**src/sv/fetp_pkg.sv**
```systemverilog
`timescale 1ns / 1ps
package fetp_pkg;

    // image geometry
    localparam int IMG_WIDTH  = 1024;
    localparam int IMG_HEIGHT = 1024;
    localparam int PIX_W      = 10;
    localparam int IMG_MAX    = (IMG_WIDTH > IMG_HEIGHT) ? IMG_WIDTH : IMG_HEIGHT;
    // largest |2p - size| over the pixel range
    localparam int MAG_MAX    = (IMG_MAX > 2 * ((1 << PIX_W) - 1)) ? IMG_MAX
                                                                   : 2 * ((1 << PIX_W) - 1);
    localparam int MAG_W      = $clog2(MAG_MAX + 1);

    // pixel map divider: q = (|n| * 10 * 2^92) / (7 * size * zoom)
    // numerator >> 63 is |n| * 10 * 2^29, its low 63 bits are zero
    localparam int NUM_SH     = 29;
    localparam int NUM_W      = MAG_W + 4 + NUM_SH;
    localparam int DEN_K_X    = 7 * IMG_WIDTH;
    localparam int DEN_K_Y    = 7 * IMG_HEIGHT;
    localparam int DEN_W      = 64 + $clog2(7 * IMG_MAX + 1);
    localparam int REM_W      = DEN_W + 1;
    localparam int QUO_W      = 63;
    localparam int QCNT_W     = $clog2(QUO_W);

    // job queue, depth a power of two
    localparam int QDEPTH     = 2;
    localparam int QA_W       = $clog2(QDEPTH);

    localparam int CFG_IDX_W  = 3;

    // Q4.60 constants
    localparam logic signed [63:0] Q_MAX  = 64'sh7FFF_FFFF_FFFF_FFFF;
    localparam logic signed [63:0] Q_MIN  = 64'sh8000_0000_0000_0000;
    localparam logic [63:0]        Q_FOUR = 64'h4000_0000_0000_0000;
    localparam logic signed [63:0] MB_SHIFT_RE = -64'sd883137872528844784;
    localparam logic signed [63:0] MB_SHIFT_IM = -64'sd115176858310224013;
    localparam logic signed [63:0] BS_SHIFT_RE = -64'sd461168601842738790;
    localparam logic signed [63:0] BS_SHIFT_IM = -64'sd576460752303423488;

    typedef enum logic [CFG_IDX_W-1:0] {
        CFG_MODE   = 3'd0,
        CFG_MAXIT  = 3'd1,
        CFG_ZOOM   = 3'd2,
        CFG_OFF_RE = 3'd3,
        CFG_OFF_IM = 3'd4,
        CFG_JUL_RE = 3'd5,
        CFG_JUL_IM = 3'd6
    } t_cfg_idx;

    typedef enum logic [1:0] {
        MODE_MANDEL = 2'd0,
        MODE_JULIA  = 2'd1,
        MODE_SHIP   = 2'd2
    } t_mode;

    typedef enum logic [1:0] {
        F_IDLE,
        F_DIV,
        F_ADD,
        F_PUSH
    } t_fstate;

    typedef enum logic [2:0] {
        B_IDLE,
        B_START,
        B_MUL,
        B_EVAL,
        B_OUT
    } t_bstate;

    typedef struct packed {
        logic [PIX_W-1:0] pixel_x;
        logic [PIX_W-1:0] pixel_y;
    } t_pixel;

    typedef struct packed {
        logic [PIX_W-1:0] out_x;
        logic [PIX_W-1:0] out_y;
        logic [15:0]      escape_count;
        logic             inside_set;
    } t_result;

    typedef struct packed {
        logic [PIX_W-1:0]   x;
        logic [PIX_W-1:0]   y;
        logic signed [63:0] zx;
        logic signed [63:0] zy;
        logic signed [63:0] cx;
        logic signed [63:0] cy;
        logic               ship;
    } t_job;

    // saturating Q4.60 add
    function automatic logic signed [63:0] sadd(input logic signed [63:0] a,
                                               input logic signed [63:0] b);
        logic [64:0] s;
        s = {a[63], a} + {b[63], b};
        if (s[64] != s[63]) begin
            sadd = s[64] ? Q_MIN : Q_MAX;
        end else begin
            sadd = s[63:0];
        end
    endfunction

    function automatic logic [63:0] mag64(input logic signed [63:0] a);
        mag64 = a[63] ? (64'd0 - a) : a;
    endfunction

    function automatic logic signed [63:0] sat_abs(input logic signed [63:0] a);
        if (a == Q_MIN) begin
            sat_abs = Q_MAX;
        end else if (a[63]) begin
            sat_abs = 64'sd0 - a;
        end else begin
            sat_abs = a;
        end
    endfunction

    // square: product >> 60, nonnegative, saturated
    function automatic logic signed [63:0] sq_sat(input logic [127:0] p);
        if (|p[127:123]) begin
            sq_sat = Q_MAX;
        end else begin
            sq_sat = {1'b0, p[122:60]};
        end
    endfunction

    // cross term: product >> 59 with sign, saturated
    function automatic logic signed [63:0] cross_sat(input logic [127:0] p, input logic neg);
        logic [63:0] m;
        logic        big;
        m   = {1'b0, p[121:59]};
        big = |p[127:122];
        if (neg) begin
            cross_sat = big ? Q_MIN : (64'd0 - m);
        end else begin
            cross_sat = big ? Q_MAX : m;
        end
    endfunction

endpackage

```
**src/sv/fetp_queue.sv**
```systemverilog
`timescale 1ns / 1ps
module fetp_queue (
    input  logic             i_clk,
    input  logic             i_rst_n,
    input  logic             i_push,
    input  fetp_pkg::t_job   i_job,
    output logic             o_full,
    input  logic             i_pop,
    output logic             o_empty,
    output fetp_pkg::t_job   o_head
);
    import fetp_pkg::*;

    t_job            r_mem [QDEPTH];
    logic [QA_W-1:0] r_wp, r_rp;
    logic [QA_W:0]   r_cnt;

    always_ff @(posedge i_clk) begin
        if (!i_rst_n) begin
            r_wp  <= '0;
            r_rp  <= '0;
            r_cnt <= '0;
        end else begin
            if (i_push) r_wp <= r_wp + 1'b1;
            if (i_pop)  r_rp <= r_rp + 1'b1;
            r_cnt <= r_cnt + (QA_W + 1)'(i_push) - (QA_W + 1)'(i_pop);
        end
    end

    always_ff @(posedge i_clk) begin
        if (i_push) r_mem[r_wp] <= i_job;
    end

    assign o_full  = (r_cnt == (QA_W + 1)'(QDEPTH));
    assign o_empty = (r_cnt == '0);
    assign o_head  = r_mem[r_rp];

endmodule

```
**config.mk**
```make
export PLATFORM = sky130hd
export DESIGN_NAME = fetp_queue
export DESIGN_NICKNAME = d
export VERILOG_FILES = /design/src/sv/fetp_pkg.sv /design/src/sv/fetp_queue.sv
export SDC_FILE = /design/constraint.sdc
export NUM_CORES = 1
export LEC_CHECK = 0
export BUFFER_PORTS_ARGS = -buffer_cell sky130_fd_sc_hd__buf_2
export CORE_MARGIN = 3
export CORE_UTILIZATION = 35
export CTS_BUF_LIST = sky130_fd_sc_hd__clkbuf_8
export DETAILED_ROUTE_END_ITERATION = 12
export PLACE_DENSITY = 0.61
export REMOVE_ABC_BUFFERS = 1
export SYNTH_ARGS = -nofsm -noshare
export SYNTH_HDL_FRONTEND = slang
export SYNTH_SLANG_ARGS = --single-unit
```
**constraint.sdc**
```tcl
create_clock -name i_clk -period 19.3 [get_ports i_clk]
set_clock_uncertainty 0.15 [all_clocks]
set_input_delay 4.825 -clock i_clk [delete_from_list [all_inputs] [get_ports i_clk]]
set_output_delay 4.825 -clock i_clk [all_outputs]
set_load 0.01 [all_outputs]
```
-- Yosys cells after proc, flatten, opt, wreduce, memory -nomap -nowiden
Memories as Yosys holds them, arrays and structs flattened. A register that Yosys moved wholly into a read port is not among the register bits.
Index checks and enable logic that the tools add are counted.
- add/subtract/negate cells: 4
- muxes and demuxes: 4
- equality and inequality tests: 1
- reduce and logical (&&, ||, !) cells: 1
- operators by type and width (kind ; count):
    2-to-1 mux 1 bit ; 4
    adder 1 bit, second input constant ; 2
    adder 2 x 1 -> 2 bit ; 1
    == test 2 bit, second input constant ; 1
    logical NOT 2 bit ; 1
    subtractor 2 x 1 -> 2 bit ; 1
- register bits after elaboration: 4
- memory bits (writable): 554
- output and inout port bits: 279
- input port bits: 281
- memories kept: 1
- memory list (name ; depth ; bits a word ; read ports ; clocked after Yosys merged registers in ; write ports ; RTL line ; RTL):
    r_mem ; 2 ; 277 ; 1 ; 1 ; 1 ; fetp_queue.sv:14 ; t_job r_mem [QDEPTH];

-- Logic depth before layout (Yosys ltp)
- depth in word-level cells: 3
- gate-level depth with buffers: 6
- depth with buffers taken out: 6

-- Least setup slack after synthesis
No wires, ideal clock.
- path type: input-to-reg
- start point: input port i_push
- end point: register r_wp
- slack: 1.366 ns
- setup time: 0.115 ns
- path buffers: 0
- data arrival time: 17.669 ns
- stages on the path: 2
- cells stage by stage: nor2b_1 -> o21a_1
- RTL lines (what ; RTL line ; RTL):
    start: declaration ; fetp_queue.sv:5 ; input logic i_push,
    end signal: assignment ; fetp_queue.sv:24 ; if (i_push) r_wp <= r_wp + 1'b1;
    end: declaration ; fetp_queue.sv:15 ; logic [QA_W-1:0] r_wp, r_rp;

==> results.toml <==
[worst_setup_path]
cp_slowest_cell = "buf_4"
startpoint_type = "register"
cp.arrival_ns = 3.90
slowest_delay_ns = 0.90
crit_family = "buffers and inverters"
worst-path-max-fanout = 59
rrSetupSlack_ns = 16.72
worst-path-buf-inv = 3
path_cells = "buf_4, buf_4, mux2_2, buf_2"
required_ns = 14.33
cp_common_cell = "buf_4"
cp-end-kind = "output port"
crit_type = "reg2out"

[timing]
rsz0062_at_grt = "no"
fin_tns_setup_ns = 0
hold_ws_ns = 0.4463
fmax_mhz = 112.6
post-route-period-util_pct = 46.01
max_slew_margin_pct = 20.16
setup_violations = 0
drv_slew = 0
hold_violations = 0
worstMarginPinSlew_ns = 1.198
period_minus_slack_ns = 8.880

[synthesis]
netlist_instances = 883
yosys.area.top_type = "edfxtp_1"
ys_seq_elements = 559
synth_cell_types = 14
yosys_warnings = 0
synth_area_leaders = "edfxtp_1 79%, mux2_4 16%, mux2_2 2.5%"
ys_seq_area_share_pct = 79.06
netlist_area_um2 = 21170
synth_top_cell_area_share_pct = 78.59
syn_avg_cell_area_um2 = 23.97

[placement]
place_area_um2 = 24720
hpwl_um = 31980
gp_congestion = 0.8061
io_buffers = 559

[drt]
vias = 10650
wl_per_cell_um = 19.97
ant_nets = 0
drtPass1Iterations = 4
wl_um = 47280
routed_via_density = 4.496
drtIter0Drc = 600
drc = 0

[pwr]
finalPower_w = 0.002686
ir_drop_v = 0.00006859
p_per_area_nw_per_um2 = 101.6
leakagePower_nw = 10.44

[clock_network]
cts_buffers = 93
cts.repair.resized = 0
clk_path_buf_depth = 3
clock-sinks = 559
path_clk_slew_ns = 0.06
cts_tree = "done"
cts-htree-levels = 3
root_buffer = "clkbuf_8"
cts-hold-fix-buffers = 0
clk_latency_ns = 0.65
post_cts_buffers = 0

[die]
die_area_um2 = 63470
fp.dieH_um = 251.9
num_io_pins = 560
start_util_pct = 35.60
die_w_um = 251.9
row_count = 89
coreArea_um2 = 59460

[layout]
final_common_cell = "buf_2"
final_nets = 1797
layout_common_cells = "559 x buf_2, 554 x edfxtp_1, 230 x mux2_4"
fillCellCount = 5254
finalInstanceArea_um2 = 26450
area_delta_synth_final_pct = 24.94
drive_gt1_share_pct = 60.75

[grt]
grt_util_all_layers_pct = 14.38
grt_max_degree = 160
overflow = 0
grt_pass1_vias = 11530
antenna_found_initial = 16
grt_pass1_wl_um = 68810

[min_path]
hp-class = "reg2reg"

[run]
cap_violations = 0

[outcome]
status = "finished, final reports clean"
-- tightest hold or removal path, cell delays in order, from the launching register on --
cell	delay [ns]
dfxtp_1	0.33
xor2_1	0.08
and2_1	0.15
-- cells by family after synthesis --
| kind of cell | count (synthesis) | share of synthesized area (%) |
|---|---|---|
| flops | 559 | 79.06 |
| mux | 277 | 18.81 |
| buf+inv | 33 | 1.566 |
| simple gates | 9 | 0.2541 |
| xor+xnor | 2 | 0.1478 |
| fa+ha+maj | 2 | 0.1182 |
| compound gates | 1 | 0.03548 |
-- path summary, 6_finish.rpt --
kind                startpoint                 endpoint  cells after the start
max                   register                o_head[9]                      4
min          r_rp$_SDFFE_PN0P_                 register                      2
max reg2reg  r_wp$_SDFFE_PN0P_  r_mem[0][183]$_DFFE_PP_                      3
min reg2reg  r_rp$_SDFFE_PN0P_                 register                      2
-- synthesized netlist by cell type (all sizes together) --
cell / number
edfxtp: 554
mux2: 277
buf: 31
dfxtp: 5
and2: 4
nor2b: 4
ha: 2
inv: 2
nor2: 1
o21a: 1
xnor3: 1
xor2: 1
-- power by group --
group | internal [W] | switching (W)
clock network | 0.000491 | 0.000457
logic | 0.000158 | 0.000152
registers | 0.00141 | 0.0000211
total | 0.00206 | 0.000630
-- state kept, by name (all words and copies together), names as in the netlist, named ones only --
name	count
r_mem	554
r_wp	1
r_rp	1
r_cnt	2
-- layer usage --
| layer | GRT usage, % | wire (um) | vias to the layer above |
|---|---|---|---|
| met1 | 14.74 | 16590 | 5283 |
| li1 | - | - | 4817 |
| met3 | 5.742 | 3941 | 129 |
| met5 | 0 | 68 | - |
| met2 | 25.25 | 24600 | 407 |
| met4 | 7.614 | 2079 | 10 |
-- per-stage QoR --
stage / setup WS, ns / cells / utilization, %
4_1_cts: 10.26 / 2355 / 44.42
2_1_floorplan: 1.366 / 852 / -
5_1_grt: 10.16 / 2364 / 44.46
6_report: 10.42 / 2368 / 44.48
3_3_place_gp: 11.11 / 2192 / 41.57
3_5_place_dp: 11.05 / 2192 / 41.57
-- final cells by class --
class                           count  area (um2)  share of cell area, %
Multi-Input combinational cell    291        4110                  15.54
Tap cell                          773       967.2                  3.657
Clock inverter                     67       374.1                  1.415
Clock buffer                       96        1321                  4.996
Antenna cell                       13       32.53                 0.1230
Inverter                            2       7.507                0.02838
Sequential cell                   559       16740                  63.29
Timing Repair Buffer              567        2895                  10.95
No activity file was read; power rests on OpenSTA's default activity.
