### config.mk
export PLATFORM = sky130hd
export DESIGN_NAME = fetp_front
export DESIGN_NICKNAME = d
export VERILOG_FILES = /design/src/sv/fetp_pkg.sv /design/src/sv/fetp_div.sv /design/src/sv/fetp_front.sv
export SDC_FILE = /design/constraint.sdc
export NUM_CORES = 2
export LEC_CHECK = 0
export ABC_AREA = 1
export BUFFER_PORTS_ARGS = -buffer_cell sky130_fd_sc_hd__buf_2
export CAP_MARGIN = 30
export CELL_PAD_IN_SITES_DETAIL_PLACEMENT = 1
export CELL_PAD_IN_SITES_GLOBAL_PLACEMENT = 1
export CORE_ASPECT_RATIO = 2
export CORE_UTILIZATION = 40
export DETAILED_ROUTE_END_ITERATION = 16
export PLACE_DENSITY_LB_ADDON = 0.15
export SLEW_MARGIN = 20
export SYNTH_ARGS = -nofsm -noshare
export SYNTH_HDL_FRONTEND = slang
export SYNTH_HIERARCHICAL = 1
export SYNTH_SLANG_ARGS = --single-unit
### constraint.sdc
create_clock -name i_clk -period 7.2 [get_ports i_clk]
set_input_delay 0.72 -clock i_clk [delete_from_list [all_inputs] [get_ports i_clk]]
set_output_delay 0.72 -clock i_clk [all_outputs]
set_load 0.02 [all_outputs]
### src/sv/fetp_pkg.sv
`timescale 1ns / 1ps
package fetp_pkg;

    // image geometry
    localparam int IMG_WIDTH  = 1024;
    localparam int IMG_HEIGHT = 1024;
    localparam int PIX_W      = 10;
    localparam int IMG_MAX    = (IMG_WIDTH > IMG_HEIGHT) ? IMG_WIDTH : IMG_HEIGHT;
    // largest |2p - size| over the pixel range
    localparam int MAG_MAX    = (IMG_MAX > 2 * ((1 << PIX_W) - 1)) ? IMG_MAX
                                                                   : 2 * ((1 << PIX_W) - 1);
    localparam int MAG_W      = $clog2(MAG_MAX + 1);

    // pixel map divider: q = (|n| * 10 * 2^92) / (7 * size * zoom)
    // numerator >> 63 is |n| * 10 * 2^29, its low 63 bits are zero
    localparam int NUM_SH     = 29;
    localparam int NUM_W      = MAG_W + 4 + NUM_SH;
    localparam int DEN_K_X    = 7 * IMG_WIDTH;
    localparam int DEN_K_Y    = 7 * IMG_HEIGHT;
    localparam int DEN_W      = 64 + $clog2(7 * IMG_MAX + 1);
    localparam int REM_W      = DEN_W + 1;
    localparam int QUO_W      = 63;
    localparam int QCNT_W     = $clog2(QUO_W);

    // job queue, depth a power of two
    localparam int QDEPTH     = 2;
    localparam int QA_W       = $clog2(QDEPTH);

    localparam int CFG_IDX_W  = 3;

    // Q4.60 constants
    localparam logic signed [63:0] Q_MAX  = 64'sh7FFF_FFFF_FFFF_FFFF;
    localparam logic signed [63:0] Q_MIN  = 64'sh8000_0000_0000_0000;
    localparam logic [63:0]        Q_FOUR = 64'h4000_0000_0000_0000;
    localparam logic signed [63:0] MB_SHIFT_RE = -64'sd883137872528844784;
    localparam logic signed [63:0] MB_SHIFT_IM = -64'sd115176858310224013;
    localparam logic signed [63:0] BS_SHIFT_RE = -64'sd461168601842738790;
    localparam logic signed [63:0] BS_SHIFT_IM = -64'sd576460752303423488;

    typedef enum logic [CFG_IDX_W-1:0] {
        CFG_MODE   = 3'd0,
        CFG_MAXIT  = 3'd1,
        CFG_ZOOM   = 3'd2,
        CFG_OFF_RE = 3'd3,
        CFG_OFF_IM = 3'd4,
        CFG_JUL_RE = 3'd5,
        CFG_JUL_IM = 3'd6
    } t_cfg_idx;

    typedef enum logic [1:0] {
        MODE_MANDEL = 2'd0,
        MODE_JULIA  = 2'd1,
        MODE_SHIP   = 2'd2
    } t_mode;

    typedef enum logic [1:0] {
        F_IDLE,
        F_DIV,
        F_ADD,
        F_PUSH
    } t_fstate;

    typedef enum logic [2:0] {
        B_IDLE,
        B_START,
        B_MUL,
        B_EVAL,
        B_OUT
    } t_bstate;

    typedef struct packed {
        logic [PIX_W-1:0] pixel_x;
        logic [PIX_W-1:0] pixel_y;
    } t_pixel;

    typedef struct packed {
        logic [PIX_W-1:0] out_x;
        logic [PIX_W-1:0] out_y;
        logic [15:0]      escape_count;
        logic             inside_set;
    } t_result;

    typedef struct packed {
        logic [PIX_W-1:0]   x;
        logic [PIX_W-1:0]   y;
        logic signed [63:0] zx;
        logic signed [63:0] zy;
        logic signed [63:0] cx;
        logic signed [63:0] cy;
        logic               ship;
    } t_job;

    // saturating Q4.60 add
    function automatic logic signed [63:0] sadd(input logic signed [63:0] a,
                                               input logic signed [63:0] b);
        logic [64:0] s;
        s = {a[63], a} + {b[63], b};
        if (s[64] != s[63]) begin
            sadd = s[64] ? Q_MIN : Q_MAX;
        end else begin
            sadd = s[63:0];
        end
    endfunction

    function automatic logic [63:0] mag64(input logic signed [63:0] a);
        mag64 = a[63] ? (64'd0 - a) : a;
    endfunction

    function automatic logic signed [63:0] sat_abs(input logic signed [63:0] a);
        if (a == Q_MIN) begin
            sat_abs = Q_MAX;
        end else if (a[63]) begin
            sat_abs = 64'sd0 - a;
        end else begin
            sat_abs = a;
        end
    endfunction

    // square: product >> 60, nonnegative, saturated
    function automatic logic signed [63:0] sq_sat(input logic [127:0] p);
        if (|p[127:123]) begin
            sq_sat = Q_MAX;
        end else begin
            sq_sat = {1'b0, p[122:60]};
        end
    endfunction

    // cross term: product >> 59 with sign, saturated
    function automatic logic signed [63:0] cross_sat(input logic [127:0] p, input logic neg);
        logic [63:0] m;
        logic        big;
        m   = {1'b0, p[121:59]};
        big = |p[127:122];
        if (neg) begin
            cross_sat = big ? Q_MIN : (64'd0 - m);
        end else begin
            cross_sat = big ? Q_MAX : m;
        end
    endfunction

endpackage

### src/sv/fetp_div.sv
`timescale 1ns / 1ps
module fetp_div (
    input  logic                          i_clk,
    input  logic                          i_rst_n,
    input  logic                          i_start,
    input  logic [fetp_pkg::MAG_W-1:0]    i_mag,
    input  logic [fetp_pkg::DEN_W-1:0]    i_den,
    output logic                          o_done,
    output logic                          o_sat,
    output logic [fetp_pkg::QUO_W-1:0]    o_quo
);
    import fetp_pkg::*;

    logic              r_busy;
    logic              r_done;
    logic [QCNT_W-1:0] r_cnt;
    logic [REM_W-1:0]  r_rem;
    logic [DEN_W-1:0]  r_den;
    logic [QUO_W-1:0]  r_quo;
    logic              r_sat;

    logic [NUM_W-1:0]  w_num;
    logic [REM_W-1:0]  w_shift;
    logic              w_ge;

    // |n| * 10, aligned to numerator >> 63
    assign w_num   = ((NUM_W'(i_mag) << 3) + (NUM_W'(i_mag) << 1)) << NUM_SH;
    assign w_shift = {r_rem[REM_W-2:0], 1'b0};
    assign w_ge    = w_shift >= {1'b0, r_den};

    always_ff @(posedge i_clk) begin
        if (!i_rst_n) begin
            r_busy <= 1'b0;
            r_done <= 1'b0;
            r_cnt  <= '0;
        end else begin
            r_done <= 1'b0;
            if (i_start) begin
                r_busy <= 1'b1;
                r_cnt  <= '0;
            end else if (r_busy) begin
                r_cnt <= r_cnt + 1'b1;
                if (r_cnt == QCNT_W'(QUO_W - 1)) begin
                    r_busy <= 1'b0;
                    r_done <= 1'b1;
                end
            end
        end
    end

    // restoring division, one quotient bit a cycle, zeros shifted in
    always_ff @(posedge i_clk) begin
        if (i_start) begin
            r_rem <= REM_W'(w_num);
            r_den <= i_den;
            r_sat <= REM_W'(w_num) >= REM_W'(i_den);
            r_quo <= '0;
        end else if (r_busy) begin
            r_rem <= w_ge ? (w_shift - {1'b0, r_den}) : w_shift;
            r_quo <= {r_quo[QUO_W-2:0], w_ge};
        end
    end

    assign o_done = r_done;
    assign o_sat  = r_sat;
    assign o_quo  = r_quo;

endmodule

### src/sv/fetp_front.sv
`timescale 1ns / 1ps
module fetp_front (
    input  logic                   i_clk,
    input  logic                   i_rst_n,
    input  logic                   i_valid,
    output logic                   o_stall,
    input  fetp_pkg::t_pixel       i_pixel,
    input  logic [1:0]             i_mode,
    input  logic [63:0]            i_zoom,
    input  logic signed [63:0]     i_off_re,
    input  logic signed [63:0]     i_off_im,
    input  logic signed [63:0]     i_jul_re,
    input  logic signed [63:0]     i_jul_im,
    output logic                   o_push,
    output fetp_pkg::t_job         o_job,
    input  logic                   i_full
);
    import fetp_pkg::*;

    t_fstate            r_state, n_state;
    logic [PIX_W-1:0]   r_x, r_y;
    logic               r_negx, r_negy, r_zerox, r_zeroy;
    logic signed [63:0] r_mx, r_my;

    logic               w_accept;
    logic signed [MAG_W:0] w_nx, w_ny;
    logic [MAG_W-1:0]   w_magx, w_magy;
    logic [DEN_W-1:0]   w_den_x, w_den_y;
    logic               w_dx_done, w_dx_sat, w_dy_done, w_dy_sat;
    logic [QUO_W-1:0]   w_dx_quo, w_dy_quo;

    function automatic logic signed [63:0] map_coord(input logic zero, input logic neg,
                                                     input logic sat,
                                                     input logic [QUO_W-1:0] quo);
        logic [63:0] m;
        m = {1'b0, quo};
        if (zero) begin
            map_coord = '0;
        end else if (sat) begin
            map_coord = neg ? Q_MIN : Q_MAX;
        end else begin
            map_coord = neg ? (64'd0 - m) : m;
        end
    endfunction

    assign w_accept = (r_state == F_IDLE) && i_valid;

    // n = 2p - size
    assign w_nx   = (MAG_W + 1)'({i_pixel.pixel_x, 1'b0}) - (MAG_W + 1)'(IMG_WIDTH);
    assign w_ny   = (MAG_W + 1)'({i_pixel.pixel_y, 1'b0}) - (MAG_W + 1)'(IMG_HEIGHT);
    assign w_magx = w_nx[MAG_W] ? MAG_W'(-w_nx) : w_nx[MAG_W-1:0];
    assign w_magy = w_ny[MAG_W] ? MAG_W'(-w_ny) : w_ny[MAG_W-1:0];

    // divisor follows the zoom register
    assign w_den_x = DEN_W'(i_zoom) * DEN_W'(DEN_K_X);
    assign w_den_y = DEN_W'(i_zoom) * DEN_W'(DEN_K_Y);

    fetp_div u_div_x (
        .i_clk   (i_clk),
        .i_rst_n (i_rst_n),
        .i_start (w_accept),
        .i_mag   (w_magx),
        .i_den   (w_den_x),
        .o_done  (w_dx_done),
        .o_sat   (w_dx_sat),
        .o_quo   (w_dx_quo)
    );

    fetp_div u_div_y (
        .i_clk   (i_clk),
        .i_rst_n (i_rst_n),
        .i_start (w_accept),
        .i_mag   (w_magy),
        .i_den   (w_den_y),
        .o_done  (w_dy_done),
        .o_sat   (w_dy_sat),
        .o_quo   (w_dy_quo)
    );

    always_ff @(posedge i_clk) begin
        if (!i_rst_n) begin
            r_state <= F_IDLE;
        end else begin
            r_state <= n_state;
        end
    end

    always_ff @(posedge i_clk) begin
        if (w_accept) begin
            r_x     <= i_pixel.pixel_x;
            r_y     <= i_pixel.pixel_y;
            r_negx  <= w_nx[MAG_W];
            r_negy  <= w_ny[MAG_W];
            r_zerox <= (w_magx == '0);
            r_zeroy <= (w_magy == '0);
        end
        if (r_state == F_ADD) begin
            r_mx <= sadd(map_coord(r_zerox, r_negx, w_dx_sat, w_dx_quo), i_off_re);
            r_my <= sadd(map_coord(r_zeroy, r_negy, w_dy_sat, w_dy_quo), i_off_im);
        end
    end

    always_comb begin
        n_state = r_state;
        unique case (r_state)
            F_IDLE: begin
                if (i_valid) n_state = F_DIV;
            end
            F_DIV: begin
                if (w_dx_done && w_dy_done) n_state = F_ADD;
            end
            F_ADD: begin
                n_state = F_PUSH;
            end
            F_PUSH: begin
                if (!i_full) n_state = F_IDLE;
            end
            default: n_state = F_IDLE;
        endcase
    end

    // classify by mode: starting z and c
    always_comb begin
        o_stall  = (r_state != F_IDLE);
        o_push   = (r_state == F_PUSH) && !i_full;
        o_job.x  = r_x;
        o_job.y  = r_y;
        o_job.ship = 1'b0;
        o_job.zx = '0;
        o_job.zy = '0;
        o_job.cx = sadd(r_mx, MB_SHIFT_RE);
        o_job.cy = sadd(r_my, MB_SHIFT_IM);
        unique case (t_mode'(i_mode))
            MODE_JULIA: begin
                o_job.zx = r_mx;
                o_job.zy = r_my;
                o_job.cx = i_jul_re;
                o_job.cy = i_jul_im;
            end
            MODE_SHIP: begin
                o_job.ship = 1'b1;
                o_job.cx   = sadd(r_mx, BS_SHIFT_RE);
                o_job.cy   = sadd(r_my, BS_SHIFT_IM);
            end
            default: begin
                o_job.ship = 1'b0;
            end
        endcase
    end

endmodule

==> qor.txt, run 1 <==
syn_area_per_cell - 5.844 um2
top_reg_cell synth - edfxtp_1
CTS max path bufs - 3
Die Height - 607.1 um
#FFs+latches synth - 606
# hold bufs at CTS - 0
Cell Area, Synth - 0.07324 mm2
H-tree lvl count - 2
first-pass GRT wire length - 764,800 um
pin count of the biggest net entering global routing - 131
Starting Density - 0.4037
Synthesis Warnings - 6
clock root buffer - clkbuf_16
# clock sinks - 606
GPL Wtd Cong - 1.330
row cnt - 221
FFs w/ async S/R, synth - 0
Die X - 304.6 um
Stop Error - [ERROR GRT-0116] Global routing finished with congestion. Check the congestion regions in the DRC Viewer.
I/O Buffers - 624
Fail Step - 5_1_grt
Post-DP HPWL - 400,100 um
Post-synth EDFFs - 338
Num CTS Buffers - 57
Post-CTS Setup Inserts - 0
vias in the first global route - 103,000
run status - stopped before the end
GRT Overall Usage - 0.5771
grt total ovfl - 30
Cells after Synth - 12,530
I/O pins - 625
sequential area share after synthesis - 0.2118
post-CTS resize count - 0
Unique masters post-synth - 68
-- per-stage QoR --
step                worst slack (ps)  std cells  area [um2]    util  hold slack (ps)
floorplan                       1068      12580       73410       -            443.6
global placement                1489      15340       78890  0.4349            453.9
detailed placement              1340      15350       79040  0.4357            465.2
CTS                             1007      15460       81000  0.4465            170.2
-- routing by layer --
layer,GRT usage,GRT overflow
met5,0.02953,0
met4,0.7255,15
met3,0.2891,0
met2,0.8926,15
met1,0.4894,0
-- synth_stat cells (all sizes together) (147+ instances only) --
master	n	share of area
clkbuf	169	0.0087
inv	2126	0.11
dfxtp	268	0.073
nand2	3942	0.20
edfxtp	338	0.14
ha	414	0.071
o21ai	550	0.038
a21oi	957	0.066
nor3	147	0.011
nor2	1422	0.075
xor2	259	0.031
nand3	812	0.056
-- logic make-up after synthesis --
logic type,share of synthesized area
other,0.00005120
AND/OR/NAND/NOR,0.3792
buffers and inverters,0.1284
adder cells (fa/ha/maj),0.08986
XOR/XNOR,0.04664
AO/OA/AOI/OAI,0.1440
flip-flops,0.2118
==> run 2, diff against run 1 <==
--- a/config.mk
+++ b/config.mk
@@ -8,10 +8,7 @@
 export ABC_AREA = 1
 export BUFFER_PORTS_ARGS = -buffer_cell sky130_fd_sc_hd__buf_2
 export CAP_MARGIN = 30
-export CELL_PAD_IN_SITES_DETAIL_PLACEMENT = 1
-export CELL_PAD_IN_SITES_GLOBAL_PLACEMENT = 1
-export CORE_ASPECT_RATIO = 2
-export CORE_UTILIZATION = 40
+export CORE_UTILIZATION = 25
 export DETAILED_ROUTE_END_ITERATION = 16
 export PLACE_DENSITY_LB_ADDON = 0.15
 export SLEW_MARGIN = 20
==> qor.txt, run 2 <==
I/O pins - 625 (unchanged)
row cnt - 198 (was 221)
top cells by count, synth - 3,910 x nand2_1, 2,064 x inv_1, 1,381 x nor2_1 (unchanged)
CTS max path bufs - 3 (unchanged)
Reg power frac - 0.238
1st-pass router iterations - 7
most instantiated library cell after synthesis - nand2_1 (unchanged)
vias in the first global route - 80,280
CTS clk-pin slew, worst paths - 60 ps
Cell Area, Placed - 0.08080 mm2 (was 0.07904 mm2)
vias - 82,400
NumNets Final - 13,900
die footprint - 0.2951 mm2
total power - 24,260 uW
area leader, netlist - nand2_1 (unchanged)
multi-input combinational cell area - 0.04857 mm2
Critical Path RT - 6480 ps
P_int - 10,950 uW
initial antenna violation count - 32
pre-CTS setup slack - 1524 ps (was 1340 ps)
most common cell after layout, fill and taps aside - nand2_1
sw frac - 0.5486
layout cell share with drive strength beyond 1 - 0.07878
ANT nets after route - 0
Die X - 543.3 um (was 304.6 um)
fmax - 162.4 MHz
# clock sinks - 606 (unchanged)
Starting Density - 0.2516 (was 0.4037)
first-pass GRT wire length - 562,200 um
Post-Route Setup TNS - 0 ps
min cycle time layout - 6158 ps
Power per Cell Area - 290.3 mW/mm2
Post-CTS Setup Inserts - 0 (unchanged)
Slew Limit Fails - 0
Post-synth EDFFs - 338 (unchanged)
GRT Overall Usage - 0.2597
CTS tree - done
sw power - 13,310 uW
Num CTS Buffers - 79 (was 57)
Worst-Margin Slew - 1129 ps
average wire per standard cell - 23.19 um
#FFs+latches synth - 606 (unchanged)
GPL Wtd Cong - 1.012 (was 1.330)
H-tree lvl count - 3 (was 2)
Storage cell area - 0.01551 mm2
Crit Path Max Fanout - 28
I/O Buffers - 624 (unchanged)
latest clock arrival within the worst-skew pair - 700 ps
Worst VDD drop - 0.0001727 V
DRC - 0
# hold bufs at CTS - 0 (unchanged)
Worst setup EP type - output pin
most frequent cells in the layout - 3,907 x nand2_1, 2,062 x inv_1, 1,377 x nor2_1
final WL - 395,700 um
maxcap violations - 0
Worst Setup Path Type - reg2out
post-synth top area share - 0.2004 (unchanged)
sequential area share after synthesis - 0.2118 (unchanged)
final worst slack - 1042 ps
period utilization - 0.8553
grt total ovfl - 0
Post-DP HPWL - 336,500 um (was 400,100 um)
nature of the critical path startpoint - flop
Unique masters post-synth - 68 (unchanged)
crit path DAT - 5440 ps
Min-Delay Path Class - in2reg
routed vias/inst - 4.830
Slew headroom - 0.2395
clock root buffer - clkbuf_16 (unchanged)
Die Height - 543.3 um (was 607.1 um)
Synthesis Warnings - 6 (unchanged)
final setup fails - 0
Hold Vio Cnt, Final - 0
DRT iter0 DRCs - 6,295
FFs w/ async S/R, synth - 0 (unchanged)
Synth area leaders - nand2_1 20%, edfxtp_1 14%, inv_1 11% (unchanged)
run status - finished, final reports clean (was stopped before the end)
area growth from synthesis to layout - 14.08%
Cells after Synth - 12,530 (unchanged)
Clk pwr share - 0.170
pin count of the biggest net entering global routing - 126
core area - 0.2911 mm2
Pleak - 0.04248 uW
syn_area_per_cell - 5.844 um2 (unchanged)
final instance area - 0.08355 mm2
Comb power frac - 0.592
post-CTS resize count - 0 (unchanged)
top_reg_cell synth - edfxtp_1 (unchanged)
Layout fillers - 33,890
RSZ-0062 raised after global routing - false
Cell Area, Synth - 0.07324 mm2 (unchanged)
Worst Clk Skew - 29.25 ps
[run 2: cell counts after synthesis]
No cell type changed its count.
[run 2: routing by layer]
| layer | share of wire | GRT usage | routed length [um] |
|---|---|---|---|
| met1 | 0.42 | 0.3135 | 165500 |
| met2 | 0.46 | 0.4305 | 180400 |
| met3 | 0.049 | 0.03087 | 19290 |
| met4 | 0.077 | 0.1789 | 30460 |
| met5 | 0.00013 | 0.0001623 | 50 |
[run 2: stage by stage]
stage,std cells,hold WS (ps),util
global placement,16880,461.7,0.2774
finish,17060,245.1,0.2870
global route,17050,210.5,0.2869
detailed placement,16890,457.5,0.2776
CTS,17040,169.2,0.2867
floorplan,12580,443.6,-
[run 2: layout make-up]
cell class                      count  area share
Clock buffer                      113     0.02775
Timing Repair Buffer              712     0.04643
Inverter                         2128     0.09574
Clock inverter                     33    0.003909
Multi-Input combinational cell   9546      0.5814
Sequential cell                   606      0.1857
Antenna cell                       23   0.0006889
Tap cell                         3900     0.05841
[run 2: final timing paths]
check | start | to | slack [ps] | cells after the start
setup / recovery | r_mx[49]$_DFFE_PP_ | o_job[71] | 1040 | 14
hold / removal | i_pixel[17] | r_x[7]$_DFFE_PP_ | 250 | 1
setup reg to reg | u_div_x/o_quo[0]$_SDFFE_PP0P_ | r_mx[53]$_DFFE_PP_ | 1530 | 26
hold reg to reg | u_div_y/r_rem[14]$_SDFFE_PP0P_ | u_div_y/r_rem[14]$_SDFFE_PP0P_ | 470 | 2
[run 2: kinds of logic (layout without fill, tap and decap cells)]
kind of cell / Yosys count / after routing / synth area share
compound gates: 1927 / 1927 / 0.1440
xor+xnor: 390 / 390 / 0.04664
fa+ha+maj: 484 / 484 / 0.08986
buf+inv: 2426 / 2986 / 0.1284
flops: 606 / 606 / 0.2118
other cells: 1 / 69 / 0.00005120
simple gates: 6699 / 6699 / 0.3792
[run 2: power by group through the flow]
stage | combinational, uW | sequential [uW] | clock [uW]
after floorplan | 8790 | 5120 | 0
after global placement | 14300 | 5840 | 0
after detailed placement | 14200 | 5810 | 0
after CTS | 14200 | 5750 | 4290
after global routing | 15600 | 5790 | 4390
final | 14400 | 5780 | 4120
[run 2: worst max-delay path: stages, from the launching register on]
cell      delay (ps)
edfxtp_1         700
inv_1            490
nand2_1          330
inv_1            180
nand3_1           90
nor2_1           220
nand2_1          130
nor3_1           150
nand2_1           90
nand2_1           90
nand2_2          180
o21ai_4          750
a21oi_1          140
a21oi_1          880
buf_2            320
Power figures use the tool's default switching activity.
